==> src/rtl/core/tes_pkg.sv <==
package tes_pkg;

  localparam int unsigned SampleMax = 1024;
  localparam int unsigned CntW      = $clog2(SampleMax + 1);
  localparam int unsigned PairW     = $clog2(SampleMax / 2 + 1);
  localparam int unsigned CmpW      = CntW + 3;
  localparam int unsigned HeadBytes = 3;

  localparam logic [7:0] BomFe  = 8'hfe;
  localparam logic [7:0] BomFf  = 8'hff;
  localparam logic [7:0] BomEf  = 8'hef;
  localparam logic [7:0] BomBb  = 8'hbb;
  localparam logic [7:0] BomBf  = 8'hbf;

  typedef enum logic [2:0] {
    ENC_NONE     = 3'd0,
    ENC_UTF16_BE = 3'd1,
    ENC_UTF16_LE = 3'd2,
    ENC_UTF8     = 3'd3,
    ENC_SJIS     = 3'd4
  } encoding_class_e;

  typedef struct packed {
    logic [8*HeadBytes-1:0] head;
    logic [CntW-1:0]        count;
    logic [PairW-1:0]       pairs;
  } sample_t;

  function automatic logic sj_lead(input logic [7:0] b);
    return b inside {[8'd129:8'd159], [8'd224:8'd239]};
  endfunction

  function automatic logic sj_trail(input logic [7:0] b);
    return b inside {[8'd64:8'd126], [8'd128:8'd252]};
  endfunction

endpackage

==> src/rtl/core/tes_classify.sv <==
module tes_classify (
  input  tes_pkg::sample_t         sample_i,
  output tes_pkg::encoding_class_e class_o
);
  import tes_pkg::*;

  logic [7:0]      b0, b1, b2;
  logic [CmpW-1:0] pairs_w;
  logic [CmpW-1:0] bound;
  logic            two_plus;
  logic            three_plus;
  logic            sjis_ok;

  assign b0         = sample_i.head[7:0];
  assign b1         = sample_i.head[15:8];
  assign b2         = sample_i.head[23:16];
  assign two_plus   = sample_i.count >= CntW'(2);
  assign three_plus = sample_i.count >= CntW'(3);
  assign pairs_w    = CmpW'(sample_i.pairs);
  // pairs >= count/6  <=>  6*pairs + 6 > count
  assign bound      = (pairs_w << 2) + (pairs_w << 1) + CmpW'(6);
  assign sjis_ok    = (sample_i.pairs != '0) && (bound > CmpW'(sample_i.count));

  always_comb begin
    class_o = ENC_NONE;
    if (two_plus && b0 == BomFe && b1 == BomFf) begin
      class_o = ENC_UTF16_BE;
    end else if (two_plus && b0 == BomFf && b1 == BomFe) begin
      class_o = ENC_UTF16_LE;
    end else if (three_plus && b0 == BomEf && b1 == BomBb && b2 == BomBf) begin
      class_o = ENC_UTF8;
    end else if (two_plus && sjis_ok) begin
      class_o = ENC_SJIS;
    end
  end

endmodule

==> src/rtl/core/text_encoding_sniffer.sv <==
// Text encoding sniffer.
// Input channel: one sample byte per beat on data_byte_i, with last_byte_i
// marking the final byte of a sample. A beat is taken when in_valid_i is
// high and in_stall_o is low. Only the first SampleMax bytes are examined;
// later bytes are dropped but their last flag still closes the sample.
// Output channel: one encoding_class_o beat per sample, taken when
// out_valid_o is high and out_stall_i is low.
// Throughput: one byte per cycle while in_stall_o is low; samples may follow
// each other with no gap. After the last byte is taken, the updated head,
// byte count and pair count are registered as a sample snapshot, which is
// classified into the output register once that register is free.
// Stall: a valid class in the output register holds while out_stall_i is
// high; one finished snapshot waits behind it, and in_stall_o rises only
// while that snapshot cannot advance.
// Reset: rst_ni clears all counters, the pending byte and both valid flags.
module text_encoding_sniffer (
  input  logic       clk_i,
  input  logic       rst_ni,
  input  logic       in_valid_i,
  output logic       in_stall_o,
  input  logic [7:0] data_byte_i,
  input  logic       last_byte_i,
  output logic       out_valid_o,
  input  logic       out_stall_i,
  output logic [2:0] encoding_class_o
);
  import tes_pkg::*;

  logic [8*HeadBytes-1:0] head_q, head_d;
  logic [CntW-1:0]        count_q, count_d;
  logic [PairW-1:0]       pairs_q, pairs_d;
  logic [7:0]             pend_q, pend_d;
  logic                   pend_valid_q, pend_valid_d;

  sample_t                fin_q, fin_d;
  logic                   fin_valid_q, fin_valid_d;
  encoding_class_e        class_q, class_w;
  logic                   out_valid_q, out_valid_d;

  logic                   in_acc;
  logic                   out_free;
  logic                   take;

  assign out_free   = !out_valid_q || !out_stall_i;
  assign in_stall_o = fin_valid_q && !out_free;
  assign in_acc     = in_valid_i && !in_stall_o;
  assign take       = count_q < CntW'(SampleMax);

  always_comb begin
    head_d       = head_q;
    count_d      = count_q;
    pairs_d      = pairs_q;
    pend_d       = pend_q;
    pend_valid_d = pend_valid_q;
    if (take) begin
      for (int k = 0; k < HeadBytes; k++) begin
        if (count_q == CntW'(k)) begin
          head_d[8*k +: 8] = data_byte_i;
        end
      end
      count_d = count_q + CntW'(1);
      if (pend_valid_q && sj_lead(pend_q) && sj_trail(data_byte_i)) begin
        pairs_d      = pairs_q + PairW'(1);
        pend_valid_d = 1'b0;
        pend_d       = '0;
      end else begin
        pend_d       = data_byte_i;
        pend_valid_d = 1'b1;
      end
    end
  end

  always_comb begin
    fin_d       = fin_q;
    fin_valid_d = fin_valid_q && !out_free;
    if (in_acc && last_byte_i) begin
      fin_d.head  = head_d;
      fin_d.count = count_d;
      fin_d.pairs = pairs_d;
      fin_valid_d = 1'b1;
    end
  end

  assign out_valid_d = out_free ? fin_valid_q : out_valid_q;

  always_ff @(posedge clk_i or negedge rst_ni) begin
    if (!rst_ni) begin
      head_q       <= '0;
      count_q      <= '0;
      pairs_q      <= '0;
      pend_q       <= '0;
      pend_valid_q <= 1'b0;
      fin_valid_q  <= 1'b0;
      out_valid_q  <= 1'b0;
    end else begin
      fin_valid_q <= fin_valid_d;
      out_valid_q <= out_valid_d;
      if (in_acc) begin
        if (last_byte_i) begin
          head_q       <= '0;
          count_q      <= '0;
          pairs_q      <= '0;
          pend_q       <= '0;
          pend_valid_q <= 1'b0;
        end else begin
          head_q       <= head_d;
          count_q      <= count_d;
          pairs_q      <= pairs_d;
          pend_q       <= pend_d;
          pend_valid_q <= pend_valid_d;
        end
      end
    end
  end

  always_ff @(posedge clk_i) begin
    fin_q <= fin_d;
    if (out_free && fin_valid_q) begin
      class_q <= class_w;
    end
  end

  tes_classify u_classify (
    .sample_i (fin_q),
    .class_o  (class_w)
  );

  assign out_valid_o      = out_valid_q;
  assign encoding_class_o = class_q;

`ifndef SYNTHESIS
  a_stall_when_blocked: assert property (@(posedge clk_i) disable iff (!rst_ni)
    fin_valid_q && out_valid_q && out_stall_i |-> in_stall_o)
    else $error("input not stalled while snapshot is blocked");

  a_last_clears: assert property (@(posedge clk_i) disable iff (!rst_ni)
    in_acc && last_byte_i |=> fin_valid_q && count_q == '0 && !pend_valid_q)
    else $error("sample state not cleared after last byte");

  a_pairs_bound: assert property (@(posedge clk_i) disable iff (!rst_ni)
    ((CntW + 1)'(pairs_q) << 1) <= (CntW + 1)'(count_q))
    else $error("pair count exceeds half the byte count");

  a_fin_to_out: assert property (@(posedge clk_i) disable iff (!rst_ni)
    fin_valid_q && (!out_valid_q || !out_stall_i) |=> out_valid_q)
    else $error("finished sample did not reach output register");
`endif

endmodule

==> config.mk <==
export PLATFORM = sky130hd
export DESIGN_NAME = text_encoding_sniffer
export DESIGN_NICKNAME = d
export VERILOG_FILES = /design/src/rtl/core/tes_pkg.sv /design/src/rtl/core/tes_classify.sv /design/src/rtl/core/text_encoding_sniffer.sv
export SDC_FILE = /design/constraint.sdc
export NUM_CORES = 1
export LEC_CHECK = 0
export BUFFER_PORTS_ARGS = -buffer_cell sky130_fd_sc_hd__buf_2
export CAP_MARGIN = 30
export CORE_MARGIN = 3
export CORE_UTILIZATION = 65
export DETAILED_ROUTE_END_ITERATION = 10
export PLACE_DENSITY = 0.85
export RECOVER_POWER = 25
export SYNTH_ARGS = -nofsm -noshare
export SYNTH_HDL_FRONTEND = slang
export SYNTH_SLANG_ARGS = --single-unit
==> constraint.sdc <==
create_clock -name clk_i -period 6 [get_ports clk_i]
set_input_delay 0.3 -clock clk_i [delete_from_list [all_inputs] [get_ports clk_i]]
set_output_delay 0.3 -clock clk_i [all_outputs]
set_load 0.1 [all_outputs]
; Word level (Yosys, flattened, before mapping)
; Cells that the tools add are included.
; W data, S select, Z words.
[totals]
regBits = 104
inputBits = 13
out_inout_bits = 5
elab_cells = 88
[op_classes]
addsub = 4
magnitude_cmp = 12
eq_ne = 9
mux = 20
reduce_logical = 31
[ops]
columns = op, n
row1 = $eq A8 B8 Y1 const B, 7
row2 = $mux W24, 2
row3 = $mux W8, 6
row4 = $mux W10, 3
row5 = $ge A8 B8 Y1 const B, 3
row6 = $le A8 B8 Y1 const B, 3
row7 = $ge A11 B2 Y1 const B, 2
row8 = $mux W11, 2
row9 = $logic_and A1 B1 Y1, 19
row10 = $add A14 B3 Y14 const B, 1
row11 = $gt A14 B11 Y1, 1
row12 = $add A12 B11 Y13, 1
row13 = $add A11 B1 Y11 const B, 1
row14 = $eq A11 B1 Y1 const B, 1
row15 = $eq A11 B2 Y1 const B, 1
row16 = $logic_not A11 Y1, 1
row17 = $lt A11 B11 Y1 const B, 1
row18 = $add A10 B1 Y10 const B, 1
row19 = $reduce_bool A10 Y1, 1
row20 = $ge A8 B7 Y1 const B, 1
row21 = $le A8 B7 Y1 const B, 1
row22 = $reduce_bool A2 Y1, 3
row23 = $logic_not A1 Y1, 4
row24 = $mux W1, 4
row25 = 5 further kinds, 6

; Longest topological paths before layout
; Gate-level depths: netlist of run 1.
[logic_depth]
word_depth = 8
depth_mapped = 15
depth_no_buf = 15

; Modules after synthesis
; A second synthesis of run 1 with hierarchy kept.
[unflattened]
hier_cells = 552
hier_area_um2 = 5969.5
[by_module_without_submodules]
columns = mod, instances, cells_each, area_per_inst_um2, seq_area_each_um2
row1 = text_encoding_sniffer, 1, 403, 4865.9, 2842.7
row2 = tes_classify, 1, 149, 1103.6, 0.0

; Worst setup path before layout of run 1
; Ideal clock, no wire load.
[synth_timing]
path_type = register -> register
start = register fin_q[1] (netlist bit)
end = register class_q[2] (netlist: encoding_class_o[2]), data pin
setup_ns = 0.275
t_arrival_ns = 3.485
t_required_ns = 5.725
path_slack_ns = 2.240
path_stages_with_launch = 16
path_buffers = 0
synth_period_minus_slack_ns = 3.760
path_cell_list = edfxtp_1 -> ha_1 -> fa_1 -> a21o_1 -> a221oi_1 -> xnor2_1 -> nand2_1 -> nor3b_1 -> xnor2_1 -> ha_1 -> and3_1 -> a221oi_1 -> a41oi_1 -> nor4_1 -> o211a_1 -> a211oi_1
[synth_via]
elab_chain_len = 6
elab_cells_between_ends = 7
cone_classes = 2 x add/sub / 1 x order compare / 1 x mux / 3 x reduce/logical
[synth_rtl]
columns = element, line_no
row1 = start: declaration, text_encoding_sniffer.sv:35  ; sample_t fin_q, fin_d;
row2 = start signal: assignment, text_encoding_sniffer.sv:117  ; fin_q <= fin_d;
row3 = $add A12 B11 Y13, tes_classify.sv:21  ; assign bound = (pairs_w << 2) + (pairs_w << 1) + CmpW'(6);
row4 = $add A14 B3 Y14, tes_classify.sv:21
row5 = $gt A14 B11 Y1, tes_classify.sv:22  ; assign sjis_ok = (sample_i.pairs != '0) && (bound > CmpW'(sample_i.count));
row6 = $logic_and A1 B1 Y1 (*), tes_classify.sv:22
row7 = $logic_and A1 B1 Y1 (*), tes_classify.sv:32  ; end else if (two_plus && sjis_ok) begin
row8 = $mux W3 (*), tes_classify.sv:32
row9 = end signal: assignment, text_encoding_sniffer.sv:119  ; class_q <= class_w;
row10 = end: declaration, text_encoding_sniffer.sv:37  ; encoding_class_e class_q, class_w;
; Every way passes the cells marked *; elsewhere a longest branch is shown, timed or not.
; A chain may end at the register's enable or synchronous reset.

; Final worst setup path of run 1
[layout_timing]
start = register fin_q[0] (netlist bit)
end = register class_q[2] (netlist: encoding_class_o[2]), data pin
; Same word-level chain as after synthesis.

==> qor.csv, run 1 <==
stage,metric,value,unit
outcome,status,finished with violations,
outcome,violations,"capacitance limit, slew limit",
placed_design,hpwlAfterDp,8490,um
timing,maxSlewViolCount,57,
critical_path,required,6090,ps
synthesis,synth_edf_count,48,
critical_path,cp_num_buf_inv,0,
power_and_ir_drop,p_total,1.71,mW
layout,final_cell_mix,"56 x dfrtp_1, 54 x nand2_1, 51 x o21ai_0, 48 x edfxtp_1, 31 x ha_1",
synthesis,ys_top_cells_by_area,"edfxtp_1 25%, dfrtp_1 24%, ha_1 6.7%",
synthesis,yosysWarnings,0,
critical_path,crit_slowest_cell,edfxtp_1,
layout,finalNetCount,586,
floorplanning,pin_count,18,
timing,worst_slack,1780,ps
power_and_ir_drop,swShare,29.3,%
power_and_ir_drop,power_density,278,nW/um^2
power_and_ir_drop,power.switching,0.500,mW
synthesis,avgSynthCellArea,10.9,sq um
worst_hold_path,holdPathEnd,out_valid_o$_DFFE_PN0N_,
clock_network,cts_max_level,3,
layout,num_antenna_cells,0,
power_and_ir_drop,internal_power,1.21,mW
critical_path,crit_family,compound AO/OA/AOI/OAI gates,
synthesis,yosysTopAreaCellShare,24.7,%
clock_network,clock_latency,360,ps
timing,tightestPinTransition,3140,ps
global_route,grt_usage,24.7,%
worst_hold_path,hold_start,out_stall_i,
placed_design,gp_congestion,0.918,
clock_network,cts.path.max_buffers,2,
floorplanning,fp.dieArea,10100,sq um
layout,final_common_cell,dfrtp_1,
routing,drtAntennaViolNets,0,
synthesis,yosys.cell_types.count,60,
run,drv_cap,1,
global_route,grt_pass1_vias,4101,
floorplanning,core,8460,sq um
critical_path,crit_type,reg2reg,
timing,hold_viol_final,0,
critical_path,cp-end-kind,register,
routing,drcViolationCount,0,
synthesis,ys_seq_elements,104,
timing,setup_viol,0,
routing,drt_iter0_markers,288,
synthesis,synth_ff_type,dfrtp_1,
synthesis,synth_area,5830,sq um
clock_network,post_cts_resized,0,
critical_path,r2r-start,fin_q[0]$_DFFE_PP_,
power_and_ir_drop,sequentialPowerShare,53.1,%
layout,fin_util,72.7,%
critical_path,r2r-end,encoding_class_o[2]$_SDFFCE_PP0P_,
worst_hold_path,hold_class,in2reg,
layout,drive_above_1_share,13.7,%
layout,n_fill_cell,562,
timing,max_slew_margin,-109,%
routing,detail_route.wl_per_cell,18.3,um
global_route,grt_pass1_wl,19800,um
power_and_ir_drop,max-vdd-ir-drop,0.000139,V
critical_path,r2r_slack,1780,ps
placed_design,portBuffers,17,
critical_path,arrival,4310,ps
power_and_ir_drop,combPwrFrac,20.4,%
layout,area_growth,5.62,%
clock_network,cts_buffers,9,
placed_design,pre_cts_slack,1810,ps
clock_network,path_clk_slew,90,ps
clock_network,cts_setup_buffers,0,
global_route,grt_overflow_total,0,
power_and_ir_drop,clock_power_share,26.4,%
timing,fmaxAchievable,237,MHz
timing,fin_crit_sh,70.3,%
routing,firstDrtPassIters,5,
power_and_ir_drop,p_leak,2.61,nW
synthesis,ys_seq_area_share,48.8,%
timing,setup_tns,0,ps
critical_path,crit_chain,ha_1 -> fa_1 -> a21o_1 -> a221oi_1 -> xnor2_1 -> nand2_1 -> nor3b_1 -> xnor2_1 -> ha_1 -> and3_1 -> a221oi_1 -> a41oi_1 -> nor4_1 -> o211a_1 -> a211oi_1,
critical_path,crit_path_max_incr_delay,470,ps
critical_path,startpoint_type,register,
clock_network,hold_buffers,0,
synthesis,synth_largest_area_cell,edfxtp_1,
clock_network,clock-root-buffer,clkbuf_8,
synthesis,syn_nets,580,
floorplanning,die_y,101,um
clock_network,cts.sinks,104,
floorplanning,start_util,68.9,%
floorplanning,die_w,101,um
timing,rsz0062_at_grt,no,
synthesis,async_reset_ff_share,53.8,%
worst_hold_path,hold_path_depth,2,
timing,min_period,4220,ps
critical_path,worstPathMaxFanout,4,
routing,wl,11900,um
global_route,antenna_found_initial,0,
timing,skew,11.4,ps
clock_network,cts_tree,done,
routing,viasPerCell,6.51,
timing,whs,188,ps
routing,num_vias,4241,
floorplanning,num_rows,33,
critical_path,ff2ff_path_depth,15,
global_route,grt_max_degree,57,
synthesis,netlist_instances,535,
==> Yosys cell counts (9+ instances only) <==
master and number:
dfrtp_1 56, nand3_1 14, xnor2_1 24, nand2_1 54
inv_1 27, a22o_1 9, edfxtp_1 48, a22oi_1 23
clkbuf_1 20, o31ai_1 11, nor2_1 11, mux2_2 26
ha_1 31, o21ai_0 51, a21oi_1 10
==> how the worst max path moves through the flow <==
stage                             startpoint                           endpoint  slack, ps  depth (start not counted)
final                     fin_q[0]$_DFFE_PP_  encoding_class_o[2]$_SDFFCE_PP0P_       1780                         15
after floorplan           fin_q[1]$_DFFE_PP_  encoding_class_o[2]$_SDFFCE_PP0P_       2240                         15
after global placement    fin_q[1]$_DFFE_PP_  encoding_class_o[2]$_SDFFCE_PP0P_       2070                         15
after global routing      fin_q[0]$_DFFE_PP_  encoding_class_o[2]$_SDFFCE_PP0P_       1480                         15
after CTS                 fin_q[0]$_DFFE_PP_  encoding_class_o[2]$_SDFFCE_PP0P_       1800                         15
after detailed placement  fin_q[0]$_DFFE_PP_  encoding_class_o[2]$_SDFFCE_PP0P_       1810                         15
==> worst reg2reg max path, delay by kind of cell, from the launching register on <==
family | cells | cell delay [ps]
AO/OA/AOI/OAI | 6 | 1150
adder cells (fa/ha/maj) | 3 | 990
AND/OR/NAND/NOR | 4 | 950
flip-flops | 1 | 470
XOR/XNOR | 2 | 410
==> kinds of logic (layout without fill, tap and decap cells) <==
family,count (synthesis),count (layout),share of synthesized area (%)
buffers and inverters,52,63,3.76
adders and majority gates,33,33,7.17
and+or+nand+nor,139,139,13.0
xor gates and xnor gates,32,32,4.81
AOI/OAI and AO/OA,148,148,17.3
DFF,104,104,48.8
muxes,27,27,5.20
==> power by group through the flow <==
stage	logic, mW	registers (mW)	clock network [mW]
3_5_place_dp	0.347	0.922	0
6_report	0.350	0.909	0.452
3_3_place_gp	0.330	0.915	0
4_1_cts	0.350	0.907	0.461
5_1_grt	0.389	0.918	0.487
2_1_floorplan	0.267	0.919	0
==> cell type report <==
type	instances	area, sq um	area share [%]
Inverter	27	101	1.65
Tap cell	105	131	2.13
Multi-Input combinational cell	379	2770	44.9
Clock buffer	10	138	2.24
Timing Repair Buffer	20	104	1.69
Clock inverter	6	72.6	1.18
Sequential cell	104	2840	46.2
==> registers in the layout, summed over array words and instances (netlist names) <==
signal            flops
head_q               24
count_q              11
fin_q                45
pend_valid_q          1
pend_q                8
fin_valid_q           1
out_valid_o           1
encoding_class_o      3
pairs_q              10
==> per-layer routing <==
layer  GRT usage [%]  routed length [um]  vias to the layer above
met4            7.46                 194                        0
met1            34.5                5320                     2097
met3            3.39                 669                       19
met2            40.4                5760                      128
met5               0                   0                        -
li1                -                   -                     1997
==> per-stage QoR <==
stage	instances	cell area, sq um
2_1_floorplan	535	5830
3_3_place_gp	635	5950
3_5_place_dp	635	5950
5_1_grt	651	6160
6_report	651	6160
4_1_cts	651	6160
(Power assumes the default switching activity.)
==> inputs of run 2 (changes only) <==
--- a/config.mk
+++ b/config.mk
@@ -8,9 +8,9 @@
 export BUFFER_PORTS_ARGS = -buffer_cell sky130_fd_sc_hd__buf_2
 export CAP_MARGIN = 30
 export CORE_MARGIN = 3
-export CORE_UTILIZATION = 65
+export CORE_UTILIZATION = 63
 export DETAILED_ROUTE_END_ITERATION = 10
-export PLACE_DENSITY = 0.85
+export PLACE_DENSITY = 0.83
 export RECOVER_POWER = 25
 export SYNTH_ARGS = -nofsm -noshare
 export SYNTH_HDL_FRONTEND = slang
==> constraint.sdc (replaced) <==
create_clock -name clk_i -period 4.15 [get_ports clk_i]
set_input_delay 0.2075 -clock clk_i [delete_from_list [all_inputs] [get_ports clk_i]]
set_output_delay 0.2075 -clock clk_i [all_outputs]
set_load 0.1 [all_outputs]
==> qor.csv, run 2 (synthesis results as in run 1) <==
stage,metric,value,unit,change
outcome,status,finished with violations,,unchanged
outcome,violations,"capacitance limit, slew limit",,unchanged
critical_path,r2r_slack,200,ps,was 1780 ps
timing,setup_viol,0,,unchanged
critical_path,crit_chain,buf_6 -> fa_2 -> a21o_1 -> a221oi_2 -> xnor2_2 -> nand2_1 -> nor3b_2 -> xnor2_1 -> ha_1 -> and3_4 -> a221oi_2 -> a41oi_2 -> nor4_4 -> o211a_1 -> a211oi_1,,was ha_1 -> fa_1 -> a21o_1 -> a221oi_1 -> xnor2_1 -> nand2_1 -> nor3b_1 -> xnor2_1 -> ha_1 -> and3_1 -> a221oi_1 -> a41oi_1 -> nor4_1 -> o211a_1 -> a211oi_1
timing,min_period,3950,ps,was 4220 ps
layout,fin_cells,662,,was 651
floorplanning,start_util,65.9,%,was 68.9%
placed_design,post_dp_cell_area,5980,sq um,was 5950 sq um
timing,max_slew_margin,-106,%,was -109%
routing,detail_route.wl_per_cell,18.6,um,was 18.3 um
critical_path,startpoint_type,register,,unchanged
critical_path,worstPathMaxFanout,3,,was 4
layout,largest-register,fin_q,,unchanged
timing,setup_tns,0,ps,unchanged
placed_design,gp_congestion,0.921,,was 0.918
layout,num_antenna_cells,0,,unchanged
worst_hold_path,hold_path_depth,2,,unchanged
global_route,grt_pass1_vias,3998,,"was 4,101"
clock_network,cts_max_level,3,,unchanged
routing,firstDrtPassIters,5,,unchanged
clock_network,cts_tree,done,,unchanged
critical_path,cp_num_buf_inv,1,,was 0
timing,tightestPinTransition,3090,ps,was 3140 ps
critical_path,crit_family,compound AO/OA/AOI/OAI gates,,unchanged
global_route,grt_overflow_total,0,,unchanged
placed_design,dp_cells,641,,was 635
layout,area_growth,8.27,%,was 5.62%
critical_path,path_common_cell,a221oi_2,,
run,drv_cap,1,,unchanged
routing,num_vias,4214,,"was 4,241"
routing,drt_iter0_markers,283,,was 288
layout,fin_area,6310,sq um,was 6160 sq um
timing,whs,44.4,ps,was 188 ps
layout,largest_reg_flops,45,,unchanged
floorplanning,die_w,102,um,was 101 um
critical_path,r2r-start,fin_q[1]$_DFFE_PP_,,was fin_q[0]$_DFFE_PP_
critical_path,crit_type,reg2reg,,unchanged
floorplanning,die_y,102,um,was 101 um
layout,final_cell_mix,"56 x dfrtp_1, 54 x nand2_1, 51 x o21ai_0, 48 x edfxtp_1, 30 x ha_1",,"was 56 x dfrtp_1, 54 x nand2_1, 51 x o21ai_0, 48 x edfxtp_1, 31 x ha_1"
worst_hold_path,hold_start,out_stall_i,,unchanged
clock_network,cts.path.max_buffers,2,,unchanged
routing,drtAntennaViolNets,0,,unchanged
power_and_ir_drop,p_leak,2.66,nW,was 2.61 nW
timing,worst_slack,198,ps,was 1780 ps
global_route,grt_usage,24.5,%,was 24.7%
layout,final_common_cell,dfrtp_1,,unchanged
routing,viasPerCell,6.37,,was 6.51
layout,drive_above_1_share,17.0,%,was 13.7%
power_and_ir_drop,max-vdd-ir-drop,0.000292,V,was 0.000139 V
global_route,grt_pass1_wl,20000,um,"was 19,800 um"
critical_path,crit_path_max_incr_delay,460,ps,was 470 ps
critical_path,arrival,4080,ps,was 4310 ps
layout,fin_util,71.3,%,was 72.7%
clock_network,clock_latency,390,ps,was 360 ps
clock_network,cts.sinks,104,,unchanged
clock_network,cts_buffers,9,,unchanged
critical_path,ff2ff_path_depth,15,,unchanged
critical_path,cp-end-kind,register,,unchanged
timing,fin_crit_sh,95.2,%,was 70.3%
global_route,grt_max_degree,57,,unchanged
routing,wl,12300,um,"was 11,900 um"
layout,reg_top3,"fin_q (45), head_q (24), count_q (11)",,unchanged
timing,maxSlewViolCount,57,,unchanged
floorplanning,fp.dieArea,10400,sq um,"was 10,100 sq um"
timing,hold_viol_final,0,,unchanged
layout,finalNetCount,594,,was 586
worst_hold_path,hold_class,in2reg,,unchanged
critical_path,crit_slowest_cell,edfxtp_1,,unchanged
placed_design,hpwlAfterDp,8570,um,was 8490 um
power_and_ir_drop,p_total,2.49,mW,was 1.71 mW
clock_network,path_clk_slew,120,ps,was 90 ps
placed_design,portBuffers,17,,unchanged
placed_design,pre_cts_slack,32.2,ps,was 1810 ps
critical_path,required,4280,ps,was 6090 ps
routing,drcViolationCount,0,,unchanged
critical_path,r2r-end,encoding_class_o[2]$_SDFFCE_PP0P_,,unchanged
critical_path,cp-startpoint,fin_q[1]$_DFFE_PP_,,was fin_q[0]$_DFFE_PP_
floorplanning,num_rows,34,,was 33
clock_network,clock-root-buffer,clkbuf_8,,unchanged
timing,skew,20.0,ps,was 11.4 ps
worst_hold_path,holdPathEnd,out_valid_o$_DFFE_PN0N_,,unchanged
floorplanning,core,8850,sq um,was 8460 sq um
floorplanning,pin_count,18,,unchanged
power_and_ir_drop,power_density,395,nW/um^2,was 278 nW/um^2
timing,fmaxAchievable,253,MHz,was 237 MHz
global_route,antenna_found_initial,0,,unchanged
## run 2: worst max path at each step
stage / endpoint / slack (ps) / depth (start not counted)
2_1_floorplan: encoding_class_o[2]$_SDFFCE_PP0P_ / 390 / 15
3_3_place_gp: encoding_class_o[2]$_SDFFCE_PP0P_ / 210 / 15
3_5_place_dp: encoding_class_o[2]$_SDFFCE_PP0P_ / 30 / 15
4_1_cts: encoding_class_o[2]$_SDFFCE_PP0P_ / 2 / 15
5_1_grt: encoding_class_o[2]$_SDFFCE_PP0P_ / -60 / 15
6_report: encoding_class_o[2]$_SDFFCE_PP0P_ / 200 / 15
## run 2: metal layers
layer	up-vias	share of wire, %	global-route usage, %
met3	26	4.3	3.34
met2	112	47	37.8
li1	2015	-	-
met4	0	2.2	7.06
met1	2061	46	36.7
met5	-	0	0
## run 2: final cells by class
type / count / area (sq um)
fillers: 602 / 2540
flip-flops and latches: 104 / 2840
repair buffers: 28 / 170
well taps: 108 / 135
inverters: 27 / 101
clock inverters: 7 / 85.1
clock buffers: 9 / 124
multi-input cells: 379 / 2850
## run 2: repair_timing
action | CTS | global route
buffers inserted | 0 | 4
gates resized for setup | 0 | 15
hold buffers | 1 | 0
setup endpoints to repair | 0 | 1
hold endpoints to repair | 56 | 0
## run 2: where the power goes
group          internal, mW  total (mW)  switching [mW]
Combinational         0.231       0.539           0.308
Clock                 0.242       0.641           0.400
Sequential             1.23        1.31          0.0853
Total                  1.70        2.49           0.793
